File: src/hdl/frame_receiver_crc16_check_core_assert.svh
// Assertion macros for the framed packet receiver.
// Included by the modules that carry assertions; no other dependencies.
`ifndef FRAME_RECEIVER_CRC16_CHECK_CORE_ASSERT_SVH
`define FRAME_RECEIVER_CRC16_CHECK_CORE_ASSERT_SVH

`ifndef SYNTHESIS
`define FRC_ASSERT(lbl, clk, rst, prop) \
  lbl: assert property (@(posedge clk) disable iff (rst) (prop)) \
    else $error("frc assertion failed");
`define FRC_ASSERT_ALWAYS(lbl, clk, prop) \
  lbl: assert property (@(posedge clk) (prop)) \
    else $error("frc assertion failed");
`else
`define FRC_ASSERT(lbl, clk, rst, prop)
`define FRC_ASSERT_ALWAYS(lbl, clk, prop)
`endif

`endif

File: src/hdl/frc_pkg.sv
// Shared types, constants and the CRC digit step for the framed packet receiver.
// No dependencies.
package frc_pkg;

  localparam int STORE_DEPTH_DEF = 128;
  localparam int MAX_PAYLOAD_DEF = 56;

  localparam logic [7:0]  SOF_BYTE     = 8'hAA;
  localparam logic [7:0]  EOF_BYTE     = 8'h55;
  localparam logic [15:0] CRC_POLY     = 16'hA001;
  localparam logic [15:0] CRC_INIT     = 16'hFFFF;
  localparam logic [5:0]  LIMIT_RESET  = 6'd56;
  localparam logic [5:0]  LEN_SAT      = 6'd63;

  // Frame layout, as byte positions in the store
  localparam int SOF_LEN     = 4;
  localparam int CMD_POS     = 4;
  localparam int LEN_LO_POS  = 5;
  localparam int LEN_HI_POS  = 6;
  localparam int PAYLOAD_POS = 7;
  localparam int MIN_END     = 8;
  localparam int OVERHEAD    = 13;
  localparam int CRC_LAG     = 6;  // bytes held back from the CRC

  // Digit-serial CRC
  localparam int DIGIT_W         = 2;
  localparam int DIGITS_PER_BYTE = 8 / DIGIT_W;

  // Register map
  localparam int PADDR_W   = 3;
  localparam int PDATA_W   = 32;
  localparam logic REG_LENGTH_LIMIT = 1'b0;

  typedef enum logic [1:0] {
    ST_OK      = 2'd0,
    ST_LEN_ERR = 2'd1,
    ST_CRC_ERR = 2'd2
  } status_t;

  typedef enum logic [2:0] {
    S_IDLE,
    S_FOLD,
    S_CHECK,
    S_EMIT_RD,
    S_EMIT_LOAD,
    S_STATUS
  } state_t;

  typedef struct packed {
    logic start;
    logic clear;
  } crc_ctl_t;

  // Fold DIGIT_W message bits, LSB first, into a reflected CRC
  function automatic logic [15:0] crc_digit(input logic [15:0] crc_in,
                                            input logic [DIGIT_W-1:0] bits);
    logic [15:0] c;
    logic        fb;
    c = crc_in;
    for (int k = 0; k < DIGIT_W; k++) begin
      fb = c[0] ^ bits[k];
      c  = (c >> 1) ^ (fb ? CRC_POLY : 16'h0000);
    end
    return c;
  endfunction

endpackage

File: src/hdl/frame_receiver_crc16_check_core.sv
// Framed packet receiver with CRC-16 check: top level, control and output stage.
// Depends on frc_pkg, frc_ram, frc_crc_digit and the assertion macro header.
//
//  channel | handshake            | word
//  --------+----------------------+--------------------------------------------
//  input   | in_valid / in_ready  | rx_byte
//  output  | out_valid / out_ready| is_status, payload_byte, frame_command,
//          |                      | payload_length, status, last
//  config  | APB psel/penable     | length_limit at byte address 0
//
// A received byte is accepted in S_IDLE, folded in S_FOLD by the 2-bit CRC digit
// unit, which then settles, and checked against the frame rules in S_CHECK.
// The first six bytes of a frame feed no CRC step and do not wait in S_FOLD.
// Payload bytes are read from the registered store in S_EMIT_RD and loaded in
// S_EMIT_LOAD, then one status word. Output stalls hold the sequencer; input waits meanwhile.
// Reset is synchronous; the frame store needs no clearing pass.
`include "frame_receiver_crc16_check_core_assert.svh"

module frame_receiver_crc16_check_core #(
  parameter int STORE_DEPTH = frc_pkg::STORE_DEPTH_DEF,
  parameter int MAX_PAYLOAD = frc_pkg::MAX_PAYLOAD_DEF
) (
  input  logic                        clk,
  input  logic                        rst,
  input  logic                        in_valid,
  output logic                        in_ready,
  input  logic [7:0]                  rx_byte,
  output logic                        out_valid,
  input  logic                        out_ready,
  output logic                        is_status,
  output logic [7:0]                  payload_byte,
  output logic [7:0]                  frame_command,
  output logic [5:0]                  payload_length,
  output logic [1:0]                  status,
  output logic                        last,
  input  logic                        psel,
  input  logic                        penable,
  input  logic                        pwrite,
  input  logic [frc_pkg::PADDR_W-1:0] paddr,
  input  logic [frc_pkg::PDATA_W-1:0] pwdata,
  output logic [frc_pkg::PDATA_W-1:0] prdata,
  output logic                        pready
);

  localparam int ADDR_W = $clog2(STORE_DEPTH);
  localparam int CNT_W  = $clog2(STORE_DEPTH + 1);
  localparam int CMP_W  = (CNT_W > 8) ? CNT_W : 8;
  localparam logic [5:0] MAX_P = 6'(MAX_PAYLOAD);

  frc_pkg::state_t  state, state_next;
  frc_pkg::status_t frame_status, status_reg;
  frc_pkg::crc_ctl_t crc_ctl;

  logic [5:0]       length_limit;
  logic [CNT_W-1:0] byte_count;
  logic [7:0]       taps [7];
  logic [7:0]       cmd_byte, len_lo, len_hi;
  logic [5:0]       emit_idx;
  logic [15:0]      crc;
  logic             crc_busy;
  logic [7:0]       rd_data;

  logic accept, out_free, rd_en, load_byte, load_status, restart_en;
  logic sof_ok, eof_hit, sof_bad, store_full, emit_any;
  logic [5:0] limit;
  logic [6:0] rd_pos;

  // Configuration port
  assign pready = 1'b1;
  assign prdata = (paddr[2] == frc_pkg::REG_LENGTH_LIMIT) ?
                  frc_pkg::PDATA_W'(length_limit) : '0;

  always_ff @(posedge clk) begin
    if (rst) begin
      length_limit <= frc_pkg::LIMIT_RESET;
    end else if (psel && penable && pwrite && pready &&
                 paddr[2] == frc_pkg::REG_LENGTH_LIMIT) begin
      length_limit <= pwdata[5:0];
    end
  end

  assign accept   = in_valid && in_ready;
  assign out_free = !out_valid || out_ready;

  frc_ram #(
    .WIDTH(8),
    .DEPTH(STORE_DEPTH)
  ) u_store (
    .clk  (clk),
    .we   (accept),
    .waddr(byte_count[ADDR_W-1:0]),
    .wdata(rx_byte),
    .re   (rd_en),
    .raddr(ADDR_W'(rd_pos)),
    .rdata(rd_data)
  );

  assign rd_pos = {1'b0, emit_idx} + 7'(frc_pkg::PAYLOAD_POS);

  // Fold the byte that falls CRC_LAG places behind the newest one
  assign crc_ctl.start = accept && (byte_count >= CNT_W'(frc_pkg::CRC_LAG));
  assign crc_ctl.clear = restart_en;

  frc_crc_digit u_crc (
    .clk      (clk),
    .rst      (rst),
    .ctl      (crc_ctl),
    .data_byte(taps[5]),
    .crc      (crc),
    .busy     (crc_busy)
  );

  // Frame checks on the tap line, valid in the check state
  always_comb begin
    sof_ok  = 1'b1;
    eof_hit = 1'b1;
    for (int k = 0; k < frc_pkg::SOF_LEN; k++) begin
      sof_ok  = sof_ok && (taps[k] == frc_pkg::SOF_BYTE);
      eof_hit = eof_hit && (taps[k] == frc_pkg::EOF_BYTE);
    end
    eof_hit    = eof_hit && (byte_count >= CNT_W'(frc_pkg::MIN_END));
    sof_bad    = (byte_count == CNT_W'(frc_pkg::SOF_LEN)) && !sof_ok;
    store_full = (byte_count == CNT_W'(STORE_DEPTH));
    limit      = (length_limit < MAX_P) ? length_limit : MAX_P;
    if (len_hi != 8'd0 || len_lo > {2'b00, limit} ||
        byte_count < CNT_W'(frc_pkg::OVERHEAD)) begin
      frame_status = frc_pkg::ST_LEN_ERR;
    end else if (CMP_W'(len_lo) >
                 CMP_W'(byte_count - CNT_W'(frc_pkg::OVERHEAD))) begin
      frame_status = frc_pkg::ST_LEN_ERR;
    end else if ({taps[4], taps[5]} != crc) begin
      frame_status = frc_pkg::ST_CRC_ERR;
    end else begin
      frame_status = frc_pkg::ST_OK;
    end
    emit_any = (frame_status == frc_pkg::ST_OK) && (len_lo != 8'd0);
  end

  // Next state
  always_comb begin
    state_next = state;
    case (state)
      frc_pkg::S_IDLE: begin
        if (accept) state_next = frc_pkg::S_FOLD;
      end
      frc_pkg::S_FOLD: begin
        if (!crc_busy) state_next = frc_pkg::S_CHECK;
      end
      frc_pkg::S_CHECK: begin
        if (sof_bad) begin
          state_next = frc_pkg::S_IDLE;
        end else if (eof_hit) begin
          state_next = emit_any ? frc_pkg::S_EMIT_RD : frc_pkg::S_STATUS;
        end else begin
          state_next = frc_pkg::S_IDLE;
        end
      end
      frc_pkg::S_EMIT_RD: begin
        state_next = frc_pkg::S_EMIT_LOAD;
      end
      frc_pkg::S_EMIT_LOAD: begin
        if (out_free) begin
          state_next = (emit_idx == len_lo[5:0] - 6'd1) ?
                       frc_pkg::S_STATUS : frc_pkg::S_EMIT_RD;
        end
      end
      frc_pkg::S_STATUS: begin
        if (out_free) state_next = frc_pkg::S_IDLE;
      end
      default: state_next = frc_pkg::S_IDLE;
    endcase
  end

  // Control outputs
  always_comb begin
    in_ready    = 1'b0;
    rd_en       = 1'b0;
    load_byte   = 1'b0;
    load_status = 1'b0;
    restart_en  = 1'b0;
    case (state)
      frc_pkg::S_IDLE:      in_ready = 1'b1;
      frc_pkg::S_FOLD:      ;
      frc_pkg::S_CHECK:     restart_en = sof_bad || (!eof_hit && store_full);
      frc_pkg::S_EMIT_RD:   rd_en = 1'b1;
      frc_pkg::S_EMIT_LOAD: load_byte = out_free;
      frc_pkg::S_STATUS: begin
        load_status = out_free;
        restart_en  = out_free;
      end
      default: ;
    endcase
  end

  always_ff @(posedge clk) begin
    if (rst) begin
      state      <= frc_pkg::S_IDLE;
      byte_count <= '0;
      out_valid  <= 1'b0;
    end else begin
      state <= state_next;
      if (restart_en) begin
        byte_count <= '0;
      end else if (accept) begin
        byte_count <= byte_count + CNT_W'(1);
      end
      if (load_byte || load_status) begin
        out_valid <= 1'b1;
      end else if (out_ready) begin
        out_valid <= 1'b0;
      end
    end
  end

  // Datapath: tap line, header capture, emit index, output word
  always_ff @(posedge clk) begin
    if (accept) begin
      taps[0] <= rx_byte;
      for (int k = 1; k < 7; k++) begin
        taps[k] <= taps[k-1];
      end
      if (byte_count == CNT_W'(frc_pkg::CMD_POS))    cmd_byte <= rx_byte;
      if (byte_count == CNT_W'(frc_pkg::LEN_LO_POS)) len_lo   <= rx_byte;
      if (byte_count == CNT_W'(frc_pkg::LEN_HI_POS)) len_hi   <= rx_byte;
    end
    if (state == frc_pkg::S_CHECK) begin
      status_reg <= frame_status;
      emit_idx   <= '0;
    end else if (load_byte) begin
      emit_idx <= emit_idx + 6'd1;
    end
    if (load_byte) begin
      is_status      <= 1'b0;
      payload_byte   <= rd_data;
      frame_command  <= 8'd0;
      payload_length <= 6'd0;
      status         <= frc_pkg::ST_OK;
      last           <= 1'b0;
    end else if (load_status) begin
      is_status      <= 1'b1;
      payload_byte   <= 8'd0;
      frame_command  <= cmd_byte;
      payload_length <= (len_hi != 8'd0 || len_lo > {2'b00, frc_pkg::LEN_SAT}) ?
                        frc_pkg::LEN_SAT : len_lo[5:0];
      status         <= status_reg;
      last           <= 1'b1;
    end
  end

  `FRC_ASSERT(a_accept_to_fold, clk, rst, accept |=> state == frc_pkg::S_FOLD)
  `FRC_ASSERT(a_crc_only_fold, clk, rst, crc_busy |-> state == frc_pkg::S_FOLD)
  `FRC_ASSERT(a_status_word, clk, rst,
              load_status |=> out_valid && is_status && last)
  `FRC_ASSERT(a_byte_word, clk, rst,
              load_byte |=> out_valid && !is_status && !last)
  `FRC_ASSERT_ALWAYS(a_count_bound, clk,
                     !rst |-> byte_count <= CNT_W'(STORE_DEPTH))

endmodule

File: src/hdl/frc_ram.sv
// Generic single write port, single read port RAM with registered read.
// No dependencies.
module frc_ram #(
  parameter int WIDTH = 8,
  parameter int DEPTH = 128
) (
  input  logic                     clk,
  input  logic                     we,
  input  logic [$clog2(DEPTH)-1:0] waddr,
  input  logic [WIDTH-1:0]         wdata,
  input  logic                     re,
  input  logic [$clog2(DEPTH)-1:0] raddr,
  output logic [WIDTH-1:0]         rdata
);

  logic [WIDTH-1:0] mem [DEPTH];

  always_ff @(posedge clk) begin
    if (we) begin
      mem[waddr] <= wdata;
    end
    if (re) begin
      rdata <= mem[raddr];
    end
  end

endmodule

File: src/hdl/frc_crc_digit.sv
// Digit-serial CRC-16 unit: folds one byte, DIGIT_W bits per cycle.
// Depends on frc_pkg.
module frc_crc_digit (
  input  logic            clk,
  input  logic            rst,
  input  frc_pkg::crc_ctl_t ctl,
  input  logic [7:0]      data_byte,
  output logic [15:0]     crc,
  output logic            busy
);

  localparam int CNT_W = $clog2(frc_pkg::DIGITS_PER_BYTE);

  logic [7:0]       sh;
  logic [CNT_W-1:0] digit_cnt;

  always_ff @(posedge clk) begin
    if (rst) begin
      crc       <= frc_pkg::CRC_INIT;
      busy      <= 1'b0;
      digit_cnt <= '0;
    end else if (ctl.clear) begin
      crc  <= frc_pkg::CRC_INIT;
      busy <= 1'b0;
    end else if (ctl.start) begin
      sh        <= data_byte;
      busy      <= 1'b1;
      digit_cnt <= '0;
    end else if (busy) begin
      crc       <= frc_pkg::crc_digit(crc, sh[frc_pkg::DIGIT_W-1:0]);
      sh        <= sh >> frc_pkg::DIGIT_W;
      digit_cnt <= digit_cnt + CNT_W'(1);
      if (digit_cnt == CNT_W'(frc_pkg::DIGITS_PER_BYTE - 1)) begin
        busy <= 1'b0;
      end
    end
  end

endmodule
File: config.mk
export PLATFORM = sky130hd
export DESIGN_NAME = frame_receiver_crc16_check_core
export DESIGN_NICKNAME = d
export VERILOG_FILES = /design/src/hdl/frc_pkg.sv /design/src/hdl/frame_receiver_crc16_check_core.sv /design/src/hdl/frc_ram.sv /design/src/hdl/frc_crc_digit.sv
export VERILOG_INCLUDE_DIRS = /design/src /design/src/hdl
export SDC_FILE = /design/constraint.sdc
export NUM_CORES = 1
export LEC_CHECK = 0
export ABC_AREA = 1
export BUFFER_PORTS_ARGS = -buffer_cell sky130_fd_sc_hd__buf_2
export CAP_MARGIN = 15
export CORE_UTILIZATION = 30
export DETAILED_ROUTE_END_ITERATION = 16
export PLACE_DENSITY = 0.54
export SLEW_MARGIN = 20
export SYNTH_ARGS = -nofsm -noshare
export SYNTH_HDL_FRONTEND = slang
export SYNTH_HIERARCHICAL = 1
export SYNTH_SLANG_ARGS = --single-unit
File: constraint.sdc
create_clock -name clk -period 3 [get_ports clk]
set_input_delay 0.45 -clock clk [delete_from_list [all_inputs] [get_ports clk]]
set_output_delay 0.45 -clock clk [all_outputs]
set_load 0.02 [all_outputs]
# == Yosys cells after proc, flatten, opt, wreduce, memory -nomap -nowiden ==
# Memories as Yosys holds them, arrays and structs flattened. A register that Yosys moved wholly into a read port is not among the register bits.
# Index checks and enable logic that the tools add are counted.
# totals
regBits,102
ram_bits,1080
in_bits,50
out_inout_bits,61
wordCells,139
mem_count,2
# memory_table
name,depth,width,rd,rd_ports_with_merged_regs,write_ports,line_no,source
u_store.mem,128,8,1,1,1,frc_ram.sv:16,logic [WIDTH-1:0] mem [DEPTH];
taps,7,8,6,0,7,frame_receiver_crc16_check_core.sv:56,logic [7:0] taps [7];
# classes
add_sub_neg,6
magnitude_cmp,7
eq_ne,24
mux,35
bitwise_logic,8
reduce_logical,39
# op_table
op,count
== test 8 bit (second input constant),5
== test 8 x 7 -> 1 bit (second input constant),4
2-to-1 mux 16 bit,2
2-to-1 mux 8 bit,4
XOR 15 x 16 -> 16 bit,2
== test 8 x 3 -> 1 bit (second input constant),3
2-to-1 mux 3 bit,8
2-to-1 mux 6 bit,3
one-hot mux 3 bit (6 select lines),1
inequality test 16 bit,1
nonzero test 8 bit,2
logical AND 1 bit,15
2-to-1 mux 1 bit,11
2-to-1 mux 2 bit,5
AND reduction 2 bit,5
adder 8 x 1 -> 8 bit (second input constant),1
>= comparator 8 x 3 -> 1 bit (second input constant),1
>= comparator 8 x 4 -> 1 bit (second input constant),1
> comparator 8 x 6 -> 1 bit,1
> comparator 8 x 6 -> 1 bit (second input constant),1
> comparator 8 bit,1
less-than comparator 8 x 4 -> 1 bit (second input constant),1
inequality test 2 bit (second input constant),4
subtractor 8 x 4 -> 8 bit (second input constant),1
21 further kinds,36

# == Depth between registers and ports, before layout ==
# Gate-level depths: netlist (run 1).
# depth
depth_word,12
ltp_mapped,19
depth_no_buf,19

# == By module ==
# The synthesis (run 1) kept the hierarchy.
# by_module_without_submodules
mod,n_inst,cells_each,area_each_um2,seq_area_each_um2
frc_ram,1,3575,42184.2,30989.7
frame_receiver_crc16_check_core,1,605,5863.1,3283.1
frc_crc_digit,1,137,1183.6,620.6

# == Worst setup path after synthesis (run 1) ==
# Ideal clock, no wire load.
# synth_path
kind,register to register
start,register state[0]
end,"memory u_store.mem[105][0], enable pin"
setup_ps,370
arrival_time_ps,2302
required_time_ps,2630
setup_slack_ps,328
stages_incl_launch_ff,10
path_buffers,2
cell_sequence,dfxtp_1 nor2_2 inv_2 nor2_4 nand2_4 inv_4 clkbuf_1 nand2_1 clkbuf_1 nor2_1
# synth_via
elab_chain_len,5
# synth_rtl
element,line_no,source
start: declaration,frame_receiver_crc16_check_core.sv:50,"frc_pkg::state_t state, state_next;"
start signal: assignment,frame_receiver_crc16_check_core.sv:197,state <= frc_pkg::S_IDLE;
start signal: assignment,frame_receiver_crc16_check_core.sv:201,state <= state_next;
logical NOT 3 bit,frame_receiver_crc16_check_core.sv:181,case (state)
2-to-1 mux 1 bit,frame_receiver_crc16_check_core.sv:181,
via in_ready,frame_receiver_crc16_check_core.sv:26,"output logic in_ready,"
logical AND 1 bit,frame_receiver_crc16_check_core.sv:82,assign accept = in_valid && in_ready;
via accept,frame_receiver_crc16_check_core.sv:63,"logic accept, out_free, rd_en, load_byte, load_status, restart_en;"
2-to-1 mux 1 bit,frc_ram.sv:19,if (we) begin
2-to-1 mux 1 bit (implied by the code),frc_ram.sv:20,mem[waddr] <= wdata;
end: declaration,frc_ram.sv:16,
# The timed path passes the listed nets, and every way through them passes these cells.

# == Worst setup path after layout (run 1) ==
# layout_path
start,register emit_idx[1]
end,"register u_store.rdata[3], read port of u_store.mem, data pin"
# layout_via
elab_chain_len,1
# layout_rtl
element,line_no,source
start: declaration,frame_receiver_crc16_check_core.sv:58,logic [5:0] emit_idx;
start signal: assignment,frame_receiver_crc16_check_core.sv:230,emit_idx <= emit_idx + 6'd1;
adder 6 x 3 -> 7 bit,frame_receiver_crc16_check_core.sv:98,"assign rd_pos = {1'b0, emit_idx} + 7'(frc_pkg::PAYLOAD_POS);"
via rd_pos[1],frame_receiver_crc16_check_core.sv:66,logic [6:0] rd_pos;
end: declaration,frc_ram.sv:13,output logic [WIDTH-1:0] rdata
# The timed path passes the listed nets, and every way through them passes these cells.
# A chain may end at the register's enable or synchronous reset.

==> summary.txt, run 1 <==
Setup path
  – Critical-path cell list: inv_1, ha_1, inv_8, inv_8, buf_4, nand3_1, nand3_1, nand3_1, nand2_1, nand2_1, nand3_1, nand2_1, nand2_1, nand2_1
  – Most frequent CP cell: nand2_1
  – Worst setup EP type: register
  – CP required: 3.48 ns
  – Critical Path Source Type: register
  – CP top delay family: simple AND/OR/NAND/NOR gates
  – CP max-delay cell: ha_1
  – WP buf/inv: 4
  – CP Max Fanout: 24
  – Worst EP arrival: 3.26 ns
  – Slowest cell delay on critical path: 0.40 ns
  – CP Class: reg -> reg

Cells and area
  – P&R area growth vs syn: 15.7%
  – Fillcell total: 16000
  – Utilization after layout: 35.0%
  – Commonest non-fill, non-tap cell in the layout: nand2_1
  – Nets: 4558
  – Leading registers by flop count: u_store/mem x1024, taps x48, u_crc/crc x16
  – Biggest register: u_store/mem
  – ANT cells: 0
  – Final instance area: 57000 um^2
  – Commonest non-fill, non-tap cells in the layout: 1377 x nand2_1, 1122 x edfxtp_1, 962 x nand3_1, 223 x nor2_1, 198 x buf_4
  – Fraction of layout cells with a size suffix above 1: 11.0%
  – Max reg flops: 1024

Floorplan
  – Ports: 111
  – Die Span Y: 407 um
  – Rows: 148
  – Area of the core: 163000 um^2
  – Initial Utilization: 30.2%
  – Die Span X: 407 um
  – Die area: 166000 um^2

CTS
  – Total CTS buffers: 120
  – Bufs on Longest Clock Path: 3
  – H-tree depth: 3
  – Root Driver: clkbuf_16
  – CTS tree: yes
  – Clock Pin Slew Worst Setup and Hold Paths: 0.06 ns
  – Clk sinks: 1182
  – CTS resizes: 0
  – Clk_lat worst skew: 0.73 ns

Global routing
  – Initial antenna violation count: 0
  – Total congestion overflow: 0
  – Tot GR Track Use: 15.1%
  – Vias in the first global route: 30800
  – Largest net degree at the start of global routing: 124
  – Global-route wire length before repair: 191000 um

Power
  – Peak VDD IR: 0.686 mV
  – Leak: 20.5 nW
  – Total power: 47.6 mW
  – PD cells: 837 nW/um^2

Placement
  – DP Wirelength: 74800 um
  – DP Area: 52900 um^2
  – Port buffer count: 55
  – Placer Congestion: 0.827

Drt
  – Initial DRC count: 2684
  – Via density: 4.72
  – Wire per inst: 18.7 um
  – Final wirelength: 126000 um
  – Vias: 31900
  – DRC: 0
  – Antenna viol nets, final: 0
  – First-pass DRT Iterations: 7

STA
  – Hold Fails Final Rpt: 0
  – Crit path time final: 2.79 ns
  – Final Slew Violations: 0
  – Skew final: 0.0222 ns
  – Tcrit/Tclk final: 92.8%
  – # setup viols final: 0
  – Fmax: 359 MHz
  – Rel. slew slack: 45.3%
  – Setup TNS: 0 ns
  – RSZ-0062 raised after global routing: no
  – Slew @ Worst Pin: 0.816 ns

Synth
  – Area leader, netlist: edfxtp_1
  – EDFF count, synth: 1122
  – Ys Warns: 6
  – Post-synth top flop: edfxtp_1
  – Yosys top cell area share: 68.4%
  – Synth Instances: 4317
  – Ranking of synthesized cells by area: edfxtp_1 68%, nand2_1 10%, nand3_1 9.8%
  – Cell Area, Synth: 49200 um^2
  – Synth cell types: 44
  – Register bit total from synthesis: 1182
  – Async set-reset flop share out of synthesis: 0%
  – Syn_area_per_cell: 11.4 um^2
  – Register area share after synthesis: 70.9%

Job
  – Max Cap Violations: 0

Hold path
  – Worst Hold Class: in -> reg

Status
  – Status: finished clean
## worst paths after layout
path,startpoint,endpoint,slack [ns],cells after the start
worst max-delay path,emit_idx[1]$_SDFFE_PP0P_,u_store/rdata[3]$_DFFE_PP_,0.21,14
worst min-delay path,out_ready,out_valid$_SDFFE_PP0P_,0.11,4
worst max register to register,emit_idx[1]$_SDFFE_PP0P_,u_store/rdata[3]$_DFFE_PP_,0.21,14
worst min register to register,taps[0][0]$_DFFE_PP_,taps[1][0]$_DFFE_PP_,0.45,0
## Yosys cell counts (2+ instances only)
cell,n
o21a_1,2
o211ai_1,8
xnor2_1,6
o21ai_1,2
buf_1,14
xor2_1,30
nand3_1,962
inv_1,102
nand2_1,1377
buf_6,23
clkbuf_1,36
edfxtp_1,1122
a21oi_1,23
nor3_2,3
conb_1,2
buf_2,125
nand4_1,6
buf_4,68
dfxtp_1,60
ha_1,23
inv_8,3
nand3_4,2
a211oi_1,2
o21ai_0,20
nor2_2,4
nor3_1,24
nand2_2,11
a22o_1,8
inv_2,9
nor2_1,223
nor2_4,3
or2_2,2
## power by group
part	switching, mW	internal (mW)	total, mW
Sequential	0.138	18.4	18.5
Clock	6.27	8.83	15.1
Combinational	10.0	4.05	14.0
Total	16.4	31.2	47.6
## cell type report
cell class / instances / area (um^2) / share of cell area, %
clock buffer: 154 / 3210 / 5.64
clock inverter: 69 / 761 / 1.34
inverter: 115 / 490 / 0.861
multi-input combinational: 2777 / 12400 / 21.8
sequential: 1182 / 34900 / 61.3
tap: 2175 / 2720 / 4.78
timing repair buffer: 289 / 2460 / 4.32
## worst min-delay path, stage by stage
cell and delay, ns:
buf_2 0.07, nor2_1 0.08, inv_1 0.11, a21oi_1 0.07
## cell families after synthesis
logic type	Yosys count	synth area share, %
AO/OA/AOI/OAI	67	0.818
XOR/XNOR	36	0.640
adder cells (fa/ha/maj)	23	0.585
buffers and inverters	383	4.21
flip-flops	1182	70.9
other	2	0.0153
AND/OR/NAND/NOR	2624	22.9
## per-stage QoR
step | cells | hold slack [ns] | worst slack, ns
after floorplan | 4342 | 0.426 | 0.328
after global placement | 6531 | 0.431 | 0.274
after detailed placement | 6531 | 0.432 | 0.277
after CTS | 6761 | 0.0403 | 0.264
after global routing | 6761 | 0.113 | 0.0765
final | 6761 | 0.106 | 0.215
## repair_timing
item | in CTS | in global routing
setup buffers | 0 | 0
hold buffers | 7 | 0
hold endpoints to repair | 11 | 0
## metal layers
layer  vias to the layer above  part of all wire (%)  track usage (%)
li1                      15300                     -                -
met1                     15500                    44             20.4
met2                       906                    47             24.7
met3                       211                   5.6             1.97
met4                         0                   3.2             5.72
met5                         -                     0                0
(Power assumes the default switching activity.)
==> run 2: changes to the inputs <==
--- a/config.mk
+++ b/config.mk
@@ -10,6 +10,7 @@
 export BUFFER_PORTS_ARGS = -buffer_cell sky130_fd_sc_hd__buf_2
 export CAP_MARGIN = 15
 export CORE_UTILIZATION = 30
+export CTS_BUF_LIST = sky130_fd_sc_hd__clkbuf_8
 export DETAILED_ROUTE_END_ITERATION = 16
 export PLACE_DENSITY = 0.54
 export SLEW_MARGIN = 20
==> run 2 against run 1 <==
Count of clock-buffer cells in the layout rose by 43. Global-route usage rose by 0.16 points. Critical path depth did not move. Hold slack got worse by 0.0083 ns. Flip-flop and latch count did not move. Largest cell class unchanged. Largest power group unchanged. Highest routed layer unchanged.
==> summary.txt, run 2 (same netlist as run 1, synthesis figures left out) <==
Floorplan
  – Rows: 148
  – Initial Utilization: 30.2%
  – Die Span Y: 407 um
  – Area of the core: 163000 um^2
  – Ports: 111
  – Die area: 166000 um^2
  – Die Span X: 407 um

Drt
  – DRC: 0
  – Wire per inst: 18.5 um
  – Antenna viol nets, final: 0
  – Vias: 32300
  – First-pass DRT Iterations: 5
  – Initial DRC count: 2501
  – Via density: 4.68
  – Final wirelength: 127000 um

Setup path
  – Critical R2R Launch: emit_idx[1]$_SDFFE_PP0P_
  – CP required: 3.60 ns
  – Crit path from: emit_idx[1]$_SDFFE_PP0P_
  – Worst setup EP type: register
  – Worst EP arrival: 3.41 ns
  – CP Max Fanout: 24
  – CP Class: reg -> reg
  – Critical Path Source Type: register

Cells and area
  – Commonest non-fill, non-tap cells in the layout: 1377 x nand2_1, 1122 x edfxtp_1, 962 x nand3_1, 223 x nor2_1, 198 x buf_4
  – Storage element area: 34900 um^2
  – Nets: 4634
  – Final instance area: 56400 um^2
  – P&R area growth vs syn: 14.7%
  – Final std cells w/o fill: 6889
  – Biggest register: u_store/mem
  – Fraction of layout cells with a size suffix above 1: 11.7%
  – Commonest non-fill, non-tap cell in the layout: nand2_1
  – Utilization after layout: 34.7%
  – Max reg flops: 1024
  – Fillcell total: 16200
  – Multi-input gate area: 12400 um^2
  – Leading registers by flop count: u_store/mem x1024, taps x48, u_crc/crc x16

Status
  – Status: finished clean

Placement
  – Port buffer count: 55
  – Setup WS pre-CTS: 0.277 ns
  – Placer Congestion: 0.827
  – DP Wirelength: 74800 um
  – Dpl cells: 6531
  – DP Area: 52900 um^2

STA
  – Worst setup margin: 0.197 ns
  – Slew @ Worst Pin: 0.822 ns
  – Crit path time final: 2.80 ns
  – Rel. slew slack: 45.0%
  – RSZ-0062 raised after global routing: no
  – Final Slew Violations: 0
  – Setup TNS: 0 ns
  – Hold Fails Final Rpt: 0
  – Hold WS: 0.0982 ns
  – Skew final: 0.0217 ns
  – Tcrit/Tclk final: 93.4%
  – # setup viols final: 0
  – Fmax: 357 MHz

Hold path
  – Worst Hold Class: in -> reg
  – Worst hold start: rx_byte[4]

Job
  – Max Cap Violations: 0

Global routing
  – Largest net degree at the start of global routing: 124
  – Global-route wire length before repair: 192000 um
  – Initial antenna violation count: 1
  – Tot GR Track Use: 15.3%
  – Total congestion overflow: 0
  – Vias in the first global route: 31300

Power
  – Leak: 20.5 nW
  – Peak VDD IR: 0.693 mV
  – PD cells: 799 nW/um^2
  – Total power: 45.1 mW

CTS
  – Clock Pin Slew Worst Setup and Hold Paths: 0.06 ns
  – Clk_lat worst skew: 0.87 ns
  – CTS tree: yes
  – Root Driver: clkbuf_8
  – Post-CTS setup buffer count: 0
  – Bufs on Longest Clock Path: 3
  – Clk sinks: 1182
  – Total CTS buffers: 188
  – H-tree depth: 4
[run 2: cell types whose count changed in the layout (fill, tap and decap cells not counted), moves of 2 or more]
cell | previous run | this run
clkinv_2 | 22 | 14
clkinv_1 | 22 | 57
clkbuf_1 | 28 | 0
dlygate4sd3_1 | 7 | 15
inv_1 | 99 | 161
diode_2 | 0 | 2
clkbuf_16 | 122 | 0
clkbuf_8 | 4 | 197
clkinvlp_4 | 4 | 6
bufinv_16 | 15 | 3
[run 2: cell type report]
type,instances,area share (%)
diodes,2,0.00887
well taps,2175,4.82
flip-flops and latches,1182,61.8
repair buffers,297,4.50
clock buffers,197,4.80
clock inverters,144,1.19
inverters,115,0.869
multi-input cells,2777,22.0
[run 2: worst max-delay path, stage by stage, from the launching register on]
cell	delay (ns)
dfxtp_1	0.37
inv_1	0.10
ha_1	0.40
inv_8	0.11
inv_8	0.13
buf_4	0.33
nand3_1	0.15
nand3_1	0.10
nand3_1	0.10
nand2_1	0.24
nand2_1	0.09
nand3_1	0.14
nand2_1	0.10
nand2_1	0.08
nand2_1	0.08
[run 2: routing by layer]
layer / GRT usage, % / wire (um) / vias to the layer above
met3: 2.57 / 7140 / 243
met1: 20.4 / 56300 / 15600
met4: 5.76 / 3760 / 0
met5: 0 / 0 / -
met2: 24.8 / 60300 / 912
li1: - / - / 15500
[run 2: path summary, 6_finish.rpt]
| check | to | slack, ns | cells past startpoint |
|---|---|---|---|
| worst max-delay path | u_store/rdata[3]$_DFFE_PP_ | 0.20 | 14 |
| worst min-delay path | u_store/mem[112][4]$_DFFE_PP_ | 0.1 | 1 |
| worst max register to register | u_store/rdata[3]$_DFFE_PP_ | 0.20 | 14 |
| worst min register to register | payload_length[2]$_SDFFE_PP0P_ | 0.45 | 2 |
[run 2: where the power goes]
part | switching [mW] | internal, mW | leakage (nW)
logic | 10.0 | 4.05 | 7.99
registers | 0.140 | 18.4 | 10.6
clock network | 6.23 | 6.30 | 1.94
total | 16.4 | 28.7 | 20.5
[run 2: repair_timing]
action,4_1_cts,5_1_grt
endpoints found under the setup margin,0,0
resized for setup,0,0
endpoints found under the hold margin,99,0
hold buffers,15,0
